`src/rtl/core/pps_pkg.sv`:
```
`timescale 1ns / 1ps
package pps_pkg;

	// field widths
	localparam int SLOT_W  = 4;
	localparam int ARR_W   = 16;
	localparam int BURST_W = 16;
	localparam int PRIO_W  = 8;
	localparam int TIME_W  = 20;
	localparam int CNT_W   = 5;

	localparam logic [TIME_W-1:0] TIME_MAX = {TIME_W{1'b1}};
	localparam logic [CNT_W-1:0]  PCOUNT_RESET = CNT_W'(1);

	localparam int MAX_PROCS_DEF = 16;

	typedef enum logic {
		REQ_LOAD = 1'b0,
		REQ_TICK = 1'b1
	} req_kind_t;

	typedef struct packed {
		req_kind_t            req_type;
		logic [SLOT_W-1:0]    slot;
		logic [ARR_W-1:0]     arrival;
		logic [BURST_W-1:0]   burst;
		logic [PRIO_W-1:0]    prio;
	} req_t;

	typedef struct packed {
		logic                 idle;
		logic [SLOT_W-1:0]    ran_slot;
		logic                 finished;
		logic [TIME_W-1:0]    completion_time;
		logic [TIME_W-1:0]    turnaround;
		logic [TIME_W-1:0]    waiting;
		logic [TIME_W-1:0]    response;
		logic                 all_done;
	} rsp_t;

	// one process slot as held in the slot memory
	typedef struct packed {
		logic [ARR_W-1:0]     arrival;
		logic [BURST_W-1:0]   burst;
		logic [PRIO_W-1:0]    prio;
		logic [BURST_W-1:0]   remaining;
		logic [TIME_W-1:0]    first_start;
	} entry_t;

	// controller to datapath
	typedef struct packed {
		logic load;
		logic start;
		logic rd_en;
		logic update;
	} cmd_t;

	// datapath to controller
	typedef struct packed {
		logic out_busy;
	} sts_t;

endpackage

```
`src/rtl/core/pps_if.sv`:
```
`timescale 1ns / 1ps
interface pps_req_if;
	logic          valid;
	logic          ready;
	pps_pkg::req_t data;

	modport source(output valid, output data, input ready);
	modport sink(input valid, input data, output ready);
endinterface

interface pps_rsp_if;
	logic          valid;
	logic          ready;
	pps_pkg::rsp_t data;

	modport source(output valid, output data, input ready);
	modport sink(input valid, input data, output ready);
endinterface

interface pps_cfg_if;
	logic                       valid;
	logic                       ready;
	logic [pps_pkg::CNT_W-1:0]  data;

	modport source(output valid, output data, input ready);
	modport sink(input valid, input data, output ready);
endinterface

```
`src/rtl/core/preemptive_priority_scheduler.sv`:
```
`timescale 1ns / 1ps
// Preemptive priority scheduler. A load transfer on req writes one process slot
// (arrival, burst, priority) and marks it pending; it gives no result. A tick
// transfer runs one time unit: the slots below the configured count (capped at the
// slot memory depth) are scanned one per cycle out of the slot memory, the highest
// priority arrived pending slot wins (earlier arrival, then lower slot, on ties),
// and one result transfer on rsp reports it, with its timing figures on
// completion. A tick passes through acceptance, a scan of each slot, a read drain
// step and an update step, with scan and drain skipped for a count of zero; the
// update waits while the previous result still sits unaccepted in the output
// register. The slot count on cfg resets to 1 and is meant to be written while
// the block is idle.
module preemptive_priority_scheduler #(
	parameter int MAX_PROCS = pps_pkg::MAX_PROCS_DEF
) (
	input  logic       clk,
	input  logic       arst_n,
	pps_req_if.sink    req,
	pps_rsp_if.source  rsp,
	pps_cfg_if.sink    cfg
);
	import pps_pkg::*;

	localparam int SW = $clog2(MAX_PROCS);
	localparam int CW = $clog2(MAX_PROCS + 1);

	cmd_t           cmd;
	sts_t           sts;
	logic [SW-1:0]  rd_idx;
	logic [CW-1:0]  cnt;

	// sequencer
	pps_ctrl #(
		.MAX_PROCS (MAX_PROCS),
		.SW        (SW),
		.CW        (CW)
	) u_ctrl (
		.clk       (clk),
		.arst_n    (arst_n),
		.req_valid (req.valid),
		.req_kind  (req.data.req_type),
		.req_ready (req.ready),
		.cfg_valid (cfg.valid),
		.cfg_data  (cfg.data),
		.cfg_ready (cfg.ready),
		.sts       (sts),
		.cmd       (cmd),
		.rd_idx    (rd_idx),
		.cnt       (cnt)
	);

	// slot memory, pick logic and result register
	pps_dp #(
		.MAX_PROCS (MAX_PROCS),
		.SW        (SW),
		.CW        (CW)
	) u_dp (
		.clk       (clk),
		.arst_n    (arst_n),
		.cmd       (cmd),
		.rd_idx    (rd_idx),
		.cnt       (cnt),
		.req_data  (req.data),
		.sts       (sts),
		.rsp_valid (rsp.valid),
		.rsp_ready (rsp.ready),
		.rsp_data  (rsp.data)
	);

endmodule

```
`src/rtl/core/pps_ctrl.sv`:
```
`timescale 1ns / 1ps
module pps_ctrl #(
	parameter int MAX_PROCS = pps_pkg::MAX_PROCS_DEF,
	parameter int SW        = $clog2(MAX_PROCS),
	parameter int CW        = $clog2(MAX_PROCS + 1)
) (
	input  logic                       clk,
	input  logic                       arst_n,
	input  logic                       req_valid,
	input  pps_pkg::req_kind_t         req_kind,
	output logic                       req_ready,
	input  logic                       cfg_valid,
	input  logic [pps_pkg::CNT_W-1:0]  cfg_data,
	output logic                       cfg_ready,
	input  pps_pkg::sts_t              sts,
	output pps_pkg::cmd_t              cmd,
	output logic [SW-1:0]              rd_idx,
	output logic [CW-1:0]              cnt
);
	import pps_pkg::*;

	localparam int CAP = (MAX_PROCS > 31) ? 31 : MAX_PROCS;

	typedef enum logic [1:0] {
		S_IDLE,
		S_SCAN,
		S_DRAIN,
		S_UPDATE
	} state_t;

	state_t            state_q;
	logic [CW-1:0]     idx_q;
	logic [CNT_W-1:0]  pcount_q;
	logic [CNT_W-1:0]  eff_count;
	logic              req_fire;

	// slot count register, always writable
	assign cfg_ready = 1'b1;

	always_ff @(posedge clk or negedge arst_n) begin
		if (!arst_n) begin
			pcount_q <= PCOUNT_RESET;
		end else if (cfg_valid) begin
			pcount_q <= cfg_data;
		end
	end

	// effective count, capped at the slot memory depth
	assign eff_count = (pcount_q > CNT_W'(CAP)) ? CNT_W'(CAP) : pcount_q;
	assign cnt       = CW'(eff_count);

	// handshake and commands
	assign req_ready  = (state_q == S_IDLE);
	assign req_fire   = req_valid && req_ready;
	assign cmd.load   = req_fire && (req_kind == REQ_LOAD);
	assign cmd.start  = req_fire && (req_kind == REQ_TICK);
	assign cmd.rd_en  = (state_q == S_SCAN);
	assign cmd.update = (state_q == S_UPDATE) && !sts.out_busy;
	assign rd_idx     = idx_q[SW-1:0];

	// sequencer: scan one slot per cycle, drain the read pipe, then update; a zero count goes straight to update
	always_ff @(posedge clk or negedge arst_n) begin
		if (!arst_n) begin
			state_q <= S_IDLE;
			idx_q   <= '0;
		end else begin
			unique case (state_q)
				S_IDLE: begin
					if (cmd.start) begin
						idx_q   <= '0;
						state_q <= (cnt == '0) ? S_UPDATE : S_SCAN;
					end
				end
				S_SCAN: begin
					idx_q <= idx_q + CW'(1);
					if (idx_q == cnt - CW'(1)) begin
						state_q <= S_DRAIN;
					end
				end
				S_DRAIN: begin
					state_q <= S_UPDATE;
				end
				S_UPDATE: begin
					if (!sts.out_busy) begin
						state_q <= S_IDLE;
					end
				end
				default: begin
					state_q <= S_IDLE;
				end
			endcase
		end
	end

endmodule

```
`src/rtl/core/pps_dp.sv`:
```
`timescale 1ns / 1ps
module pps_dp #(
	parameter int MAX_PROCS = pps_pkg::MAX_PROCS_DEF,
	parameter int SW        = $clog2(MAX_PROCS),
	parameter int CW        = $clog2(MAX_PROCS + 1)
) (
	input  logic            clk,
	input  logic            arst_n,
	input  pps_pkg::cmd_t   cmd,
	input  logic [SW-1:0]   rd_idx,
	input  logic [CW-1:0]   cnt,
	input  pps_pkg::req_t   req_data,
	output pps_pkg::sts_t   sts,
	output logic            rsp_valid,
	input  logic            rsp_ready,
	output pps_pkg::rsp_t   rsp_data
);
	import pps_pkg::*;

	// slot memory
	entry_t                 mem [MAX_PROCS];
	logic                   mem_we;
	logic [SW-1:0]          mem_waddr;
	entry_t                 mem_wdata;

	// scan pipeline
	logic                   rd_s1;
	logic [SW-1:0]          addr_s1;
	entry_t                 rdata_s1;

	// running pick
	logic                   found_q;
	logic [SW-1:0]          best_idx_q;
	entry_t                 best_q;
	logic [CW-1:0]          ndone_q;

	logic [MAX_PROCS-1:0]   done_q;
	logic [TIME_W-1:0]      time_q;

	logic                   rsp_valid_q;
	rsp_t                   rsp_q;

	logic                   ld_ok;
	logic [SW-1:0]          ld_addr;
	entry_t                 ld_entry;
	logic                   elig;
	logic                   better;

	logic                   first_run;
	logic [TIME_W-1:0]      start_v;
	logic [BURST_W-1:0]     rem_n;
	logic [TIME_W-1:0]      time_n;
	logic                   fin;
	logic [TIME_W-1:0]      arr_w;
	logic [TIME_W-1:0]      burst_w;
	logic [TIME_W-1:0]      tat;
	logic [TIME_W-1:0]      wt;
	logic [TIME_W-1:0]      rt;
	logic [CW-1:0]          ndone_n;
	entry_t                 wb_entry;

	// load item decode
	assign ld_ok   = (32'(req_data.slot) < 32'(MAX_PROCS));
	assign ld_addr = SW'(req_data.slot);

	always_comb begin
		ld_entry             = '0;
		ld_entry.arrival     = req_data.arrival;
		ld_entry.burst       = req_data.burst;
		ld_entry.prio        = req_data.prio;
		ld_entry.remaining   = req_data.burst;
	end

	// compare of the slot read last cycle against the running pick
	assign elig   = rd_s1 && !done_q[addr_s1] && ({4'b0, rdata_s1.arrival} <= time_q);
	assign better = !found_q || (rdata_s1.prio > best_q.prio) ||
	                ((rdata_s1.prio == best_q.prio) && (rdata_s1.arrival < best_q.arrival));

	// run one time unit on the pick and work out its figures
	assign arr_w     = TIME_W'(best_q.arrival);
	assign burst_w   = TIME_W'(best_q.burst);
	assign first_run = (best_q.remaining == best_q.burst);
	assign start_v   = first_run ? time_q : best_q.first_start;
	assign rem_n     = (best_q.remaining != '0) ? best_q.remaining - BURST_W'(1) : '0;
	assign time_n    = (time_q != TIME_MAX) ? time_q + TIME_W'(1) : time_q;
	assign fin       = found_q && (rem_n == '0);
	assign tat       = time_n - arr_w;
	assign wt        = (tat >= burst_w) ? tat - burst_w : '0;
	assign rt        = start_v - arr_w;
	assign ndone_n   = ndone_q + CW'(fin);

	always_comb begin
		wb_entry             = best_q;
		wb_entry.remaining   = rem_n;
		wb_entry.first_start = start_v;
	end

	// single write port shared by loads and write-back
	assign mem_we    = (cmd.load && ld_ok) || (cmd.update && found_q);
	assign mem_waddr = cmd.load ? ld_addr : best_idx_q;
	assign mem_wdata = cmd.load ? ld_entry : wb_entry;

	always_ff @(posedge clk) begin
		if (mem_we) begin
			mem[mem_waddr] <= mem_wdata;
		end
		if (cmd.rd_en) begin
			rdata_s1 <= mem[rd_idx];
		end
	end

	// read pipe control
	always_ff @(posedge clk or negedge arst_n) begin
		if (!arst_n) begin
			rd_s1   <= 1'b0;
			addr_s1 <= '0;
		end else begin
			rd_s1   <= cmd.rd_en;
			addr_s1 <= rd_idx;
		end
	end

	// pick tracking and done counting during the scan
	always_ff @(posedge clk or negedge arst_n) begin
		if (!arst_n) begin
			found_q    <= 1'b0;
			best_idx_q <= '0;
			ndone_q    <= '0;
		end else if (cmd.start) begin
			found_q <= 1'b0;
			ndone_q <= '0;
		end else if (rd_s1) begin
			if (done_q[addr_s1]) begin
				ndone_q <= ndone_q + CW'(1);
			end
			if (elig && better) begin
				found_q    <= 1'b1;
				best_idx_q <= addr_s1;
			end
		end
	end

	always_ff @(posedge clk) begin
		if (elig && better) begin
			best_q <= rdata_s1;
		end
	end

	// done marks and time
	always_ff @(posedge clk or negedge arst_n) begin
		if (!arst_n) begin
			done_q <= '1;
			time_q <= '0;
		end else begin
			if (cmd.load && ld_ok) begin
				done_q[ld_addr] <= 1'b0;
			end else if (cmd.update && fin) begin
				done_q[best_idx_q] <= 1'b1;
			end
			if (cmd.update) begin
				time_q <= time_n;
			end
		end
	end

	// result register
	always_ff @(posedge clk or negedge arst_n) begin
		if (!arst_n) begin
			rsp_valid_q <= 1'b0;
		end else if (cmd.update) begin
			rsp_valid_q <= 1'b1;
		end else if (rsp_ready) begin
			rsp_valid_q <= 1'b0;
		end
	end

	always_ff @(posedge clk) begin
		if (cmd.update) begin
			rsp_q.idle            <= !found_q;
			rsp_q.ran_slot        <= found_q ? SLOT_W'(best_idx_q) : '0;
			rsp_q.finished        <= fin;
			rsp_q.completion_time <= fin ? time_n : '0;
			rsp_q.turnaround      <= fin ? tat : '0;
			rsp_q.waiting         <= fin ? wt : '0;
			rsp_q.response        <= fin ? rt : '0;
			rsp_q.all_done        <= (ndone_n == cnt);
		end
	end

	assign sts.out_busy = rsp_valid_q && !rsp_ready;
	assign rsp_valid    = rsp_valid_q;
	assign rsp_data     = rsp_q;

endmodule

```
`src/flat_wrapper.sv`:
```
// flat-port wrapper written by rule: the top's interface ports become plain ports
module preemptive_priority_scheduler_flat import pps_pkg::*;
#(
	parameter int MAX_PROCS = pps_pkg::MAX_PROCS_DEF
)
  (clk, arst_n, req_valid, req_data, req_ready, rsp_valid, rsp_data, rsp_ready, cfg_valid, cfg_data, cfg_ready);
  pps_req_if req_i ();
  pps_rsp_if rsp_i ();
  pps_cfg_if cfg_i ();
  input  logic clk;
  input  logic arst_n;
  input wire logic [$bits(req_i.valid)-1:0] req_valid;
  input wire logic [$bits(req_i.data)-1:0] req_data;
  output wire logic [$bits(req_i.ready)-1:0] req_ready;
  output wire logic [$bits(rsp_i.valid)-1:0] rsp_valid;
  output wire logic [$bits(rsp_i.data)-1:0] rsp_data;
  input wire logic [$bits(rsp_i.ready)-1:0] rsp_ready;
  input wire logic [$bits(cfg_i.valid)-1:0] cfg_valid;
  input wire logic [$bits(cfg_i.data)-1:0] cfg_data;
  output wire logic [$bits(cfg_i.ready)-1:0] cfg_ready;
  assign req_i.valid = req_valid;
  assign req_i.data = req_data;
  assign req_ready = req_i.ready;
  assign rsp_valid = rsp_i.valid;
  assign rsp_data = rsp_i.data;
  assign rsp_i.ready = rsp_ready;
  assign cfg_i.valid = cfg_valid;
  assign cfg_i.data = cfg_data;
  assign cfg_ready = cfg_i.ready;
  preemptive_priority_scheduler #(.MAX_PROCS(MAX_PROCS)) u_core (.clk(clk), .arst_n(arst_n), .req(req_i), .rsp(rsp_i), .cfg(cfg_i));
endmodule
```
`config.mk`:
```
export PLATFORM = sky130hd
export DESIGN_NAME = preemptive_priority_scheduler_flat
export DESIGN_NICKNAME = d
export VERILOG_FILES = /design/src/rtl/core/pps_pkg.sv /design/src/rtl/core/pps_if.sv /design/src/rtl/core/preemptive_priority_scheduler.sv /design/src/rtl/core/pps_ctrl.sv /design/src/rtl/core/pps_dp.sv /design/src/flat_wrapper.sv
export SDC_FILE = /design/constraint.sdc
export NUM_CORES = 2
export LEC_CHECK = 0
export BUFFER_PORTS_ARGS = -buffer_cell sky130_fd_sc_hd__buf_2
export CAP_MARGIN = 30
export CORE_UTILIZATION = 43
export DETAILED_ROUTE_END_ITERATION = 6
export PLACE_DENSITY = 0.57
export SLEW_MARGIN = 20
export SYNTH_ARGS = -nofsm -noshare
export SYNTH_HDL_FRONTEND = slang
export SYNTH_SLANG_ARGS = --single-unit
export TNS_END_PERCENT = 30
```
`constraint.sdc`:
```
create_clock -name clk -period 12.6 [get_ports clk]
set_input_delay 1.26 -clock clk [delete_from_list [all_inputs] [get_ports clk]]
set_output_delay 1.26 -clock clk [all_outputs]
set_load 0.05 [all_outputs]
```
==> run metrics <==
number of buffers inserted during clock tree synthesis=approximately 160; clock tree from TritonCTS=yes; Distinct cells, synth=76; worst hold stages=0; cell accounting for the most synthesized area=sky130_fd_sc_hd__edfxtp_1; Vias per Instance=5.86; maximum number of pins on one net before global-route repair=101; pwr/cell area=between 200 and 250 mW/mm2; global-route total usage across every layer=22.5%; antenna diode instance count=0; FF+latch count, synth=1,519; vias=approximately 32k; endpoint of the worst register-to-register path=u_core.u_dp.rsp_data[25]; Bufs on Longest Clock Path=3; global-route wire length before repair=234 mm; max-cap viol count=0; Placed Instances=5,159; Critical Path Fanout Max=20; number of routed nets with antenna violations=0; highest ir drop seen on vdd=roughly 0.15 mV; Buffers on Ports=approximately 140; startpoint type of the worst setup path=flop; final hold violation count=0; run status=finished clean; clock period minus final worst setup slack=6810 ps; net count of the finished layout=about 3.6k; area enclosed by the die boundary=0.145 mm2; top post-synthesis cells by area=sky130_fd_sc_hd__edfxtp_1 71%, sky130_fd_sc_hd__mux4_2 14%, sky130_fd_sc_hd__ha_1 2.0%; final period utilization=about 54%; actual transition at the worst max-transition pin=1040 ps; global routing usage on met2=35.4%; maximum clock rate=0.147 GHz; Clock Sinks=1,519; met1 routing resource usage after global routing=32.9%; count of synthesis-stage warnings from yosys=0; cells after synthesis=3,162; Starting Density=43.5%; number of enable-type register cells in the synthesized netlist=around 1.5k; startpoint of the worst setup timing path=u_core.u_dp.time_q[0]; worst setup path endpoint=u_core.u_dp.rsp_data[25]; DR pass1 iterations=5; kind of critical path=flop to flop; post-CTS setup buffer count=0; top-level I/O count=145; GRT met3 Usage=3.23%; utilization of the core after routing=49.7%; Clk pin slew, worst setup/hold paths=60 ps; Mapped Avg Cell Area=about 20 um2; arrival time worst endpoint=7280 ps; HP Class=flop to flop; number of hold buffers added after CTS=0; via count of the first global-routing pass=32.5k; Root Driver=sky130_fd_sc_hd__clkbuf_16; filler cell count in the final layout=11.5k; final routed wire length divided by cell count=29.7 um; FF+latch area=0.0453 mm2; Core Box Area=0.142 mm2; R2R Setup Slk=5790 ps; GRT Max-Usage Layer=met2; CTS-repair resized insts=0; Detailed Place HPWL=95.6 mm; Post-Route WL=162 mm; register area share after synthesis=73.4%; area of the mapped netlist=0.0618 mm2; Max transition margin=30.5%; most used flip-flop cell after synthesis=sky130_fd_sc_hd__edfxtp_1; antenna violations before repair=7; final count of pins violating max slew=0; routability congestion estimate=0.899; final total negative setup slack=0 ps; post-route insts no fill=roughly 5.5k; height of the die=381 um; site row count=138; Multi-input gate area=0.0158 mm2; share of Yosys cell area claimed by the top area cell type=70.7%; share of layout cells above drive strength 1=26.2%; CTS H-tree lvls=4; final setup violating endpoints=0; die width=381 um; number of cell instances on the worst register-to-register path=22; R2R Path Start=u_core.u_dp.time_q[0]; unrepaired setup endpoints after global routing=false; most repeated cell in the gate-level netlist after synthesis=sky130_fd_sc_hd__edfxtp_1; Layout area overhead=14.3%; Async S/R FF share, synth=4.21%; grt ovf=0; crit path capture type=flop; P_leak=23.1 nW; top post-synthesis cells by count=1,455 x sky130_fd_sc_hd__edfxtp_1, 385 x sky130_fd_sc_hd__mux4_2, 149 x sky130_fd_sc_hd__nor2_1; number of nets produced by synthesis=3,318; clock skew=36.9 ps; remaining design rule violation count=0; data required time at the worst endpoint=13,070 ps; detailed router's first-iteration violation count=3,570; worst-skew pair later-pin latency=790 ps
area by class of cell:
type / count / share of cell area (%)
clock buffers: 208 / 6.06
clock inverters: 75 / 1.01
inverters: 79 / 0.424
multi-input cells: 1431 / 22.4
flip-flops and latches: 1519 / 64.2
well taps: 1890 / 3.35
repair buffers: 261 / 2.54
critical path, cell delays in order (launching register included):
cell and delay, ps:
sky130_fd_sc_hd__dfrtp_1 550, sky130_fd_sc_hd__ha_1 350, sky130_fd_sc_hd__nand4_1 150, sky130_fd_sc_hd__nor3_2 270, sky130_fd_sc_hd__nand3_2 250, sky130_fd_sc_hd__nand3_1 220, sky130_fd_sc_hd__nor2_1 120, sky130_fd_sc_hd__xnor2_1 230
sky130_fd_sc_hd__ha_1 330, sky130_fd_sc_hd__a21o_1 210, sky130_fd_sc_hd__or3_1 340, sky130_fd_sc_hd__o21bai_1 220, sky130_fd_sc_hd__o21ai_0 170, sky130_fd_sc_hd__and2_1 200, sky130_fd_sc_hd__a21oi_1 200, sky130_fd_sc_hd__ha_1 330
sky130_fd_sc_hd__a21o_1 180, sky130_fd_sc_hd__a21oi_1 240, sky130_fd_sc_hd__o21ai_0 170, sky130_fd_sc_hd__a21o_1 210, sky130_fd_sc_hd__a221o_1 440, sky130_fd_sc_hd__o41ai_4 900, sky130_fd_sc_hd__nor3b_1 180
where the power goes:
group / internal (mW) / switching, mW
clock: 2.60 / 1.91
sequential: 6.67 / 0.364
combinational: 2.00 / 2.95
total: 11.3 / 5.23
how the worst min path moves through the flow:
stage	start	to	slack [ps]
2_1_floorplan	u_core.u_ctrl.idx_q[2]	u_core.u_dp.addr_s1[2]	350
3_3_place_gp	u_core.u_dp.rdata_s1[56]	u_core.u_dp.best_q[56]	400
5_1_grt	u_core.u_dp.rdata_s1[7]	u_core.u_dp.best_q[7]	420
6_report	u_core.u_dp.rdata_s1[7]	u_core.u_dp.best_q[7]	420
3_5_place_dp	u_core.u_dp.rdata_s1[15]	u_core.u_dp.best_q[15]	400
4_1_cts	u_core.u_dp.rdata_s1[7]	u_core.u_dp.best_q[7]	410
registers in the layout, summed over array words and instances (netlist names):
register / count
u_core.u_dp.arr_w: 16
u_core.u_dp.rdata_s1: 76
u_core.u_dp.time_q: 20
u_core.u_dp.rsp_data: 87
u_core.u_dp.addr_s1: 4
u_core.u_dp.best_idx_q: 4
u_core.u_dp.done_q: 16
u_core.u_dp.ndone_q: 5
u_core.u_dp.rd_s1: 1
u_core.u_dp.found_q: 1
u_core.u_ctrl.idx_q: 5
u_core.u_dp.mem: 1216
u_core.u_dp.rsp_valid: 1
u_core.u_ctrl.pcount_q: 5
u_core.u_ctrl.state_q: 2
u_core.u_dp.best_q: 60
kinds of logic (layout without fill, tap and decap cells):
kind of cell	count (synthesis)	after routing	share of synthesized area [%]
compound gates	295	295	3.01
mux	409	409	14.4
xor+xnor	113	113	1.60
other cells	1	1	0.00607
fa+ha+maj	101	101	2.08
flops	1519	1519	73.4
buf+inv	212	623	1.38
simple gates	512	512	4.09
placed cells by master (no fill, tap or decap), types with 51 or more instances in the layout:
master,Yosys,routed
sky130_fd_sc_hd__buf_2,9,145
sky130_fd_sc_hd__ha_1,98,97
sky130_fd_sc_hd__buf_4,2,99
sky130_fd_sc_hd__mux4_2,385,385
sky130_fd_sc_hd__clkbuf_16,0,163
sky130_fd_sc_hd__xnor2_1,66,66
sky130_fd_sc_hd__and2_1,56,56
sky130_fd_sc_hd__edfxtp_1,1455,1455
sky130_fd_sc_hd__nor2_1,149,129
sky130_fd_sc_hd__o21ai_0,107,89
sky130_fd_sc_hd__inv_1,77,77
sky130_fd_sc_hd__a21oi_1,52,51
sky130_fd_sc_hd__nand2_1,127,127
layer usage:
metal,up-vias,wire [um],share of wire (%)
li1,13378,-,-
met5,-,11,0.0068
met3,223,9810,6.0
met1,17193,71800,44
met2,1216,77100,48
met4,2,3540,2.2
through the flow:
stage	power, mW	worst slack, ps	cell area (um2)	hold slack, ps
floorplan	10.4	3770	61800	352
global placement	11.9	6120	65200	402
detailed placement	12.0	5880	65300	405
CTS	16.6	5830	70300	408
global route	17.2	5390	70600	417
finish	16.5	5790	70600	415
(Power assumes the default switching activity.)
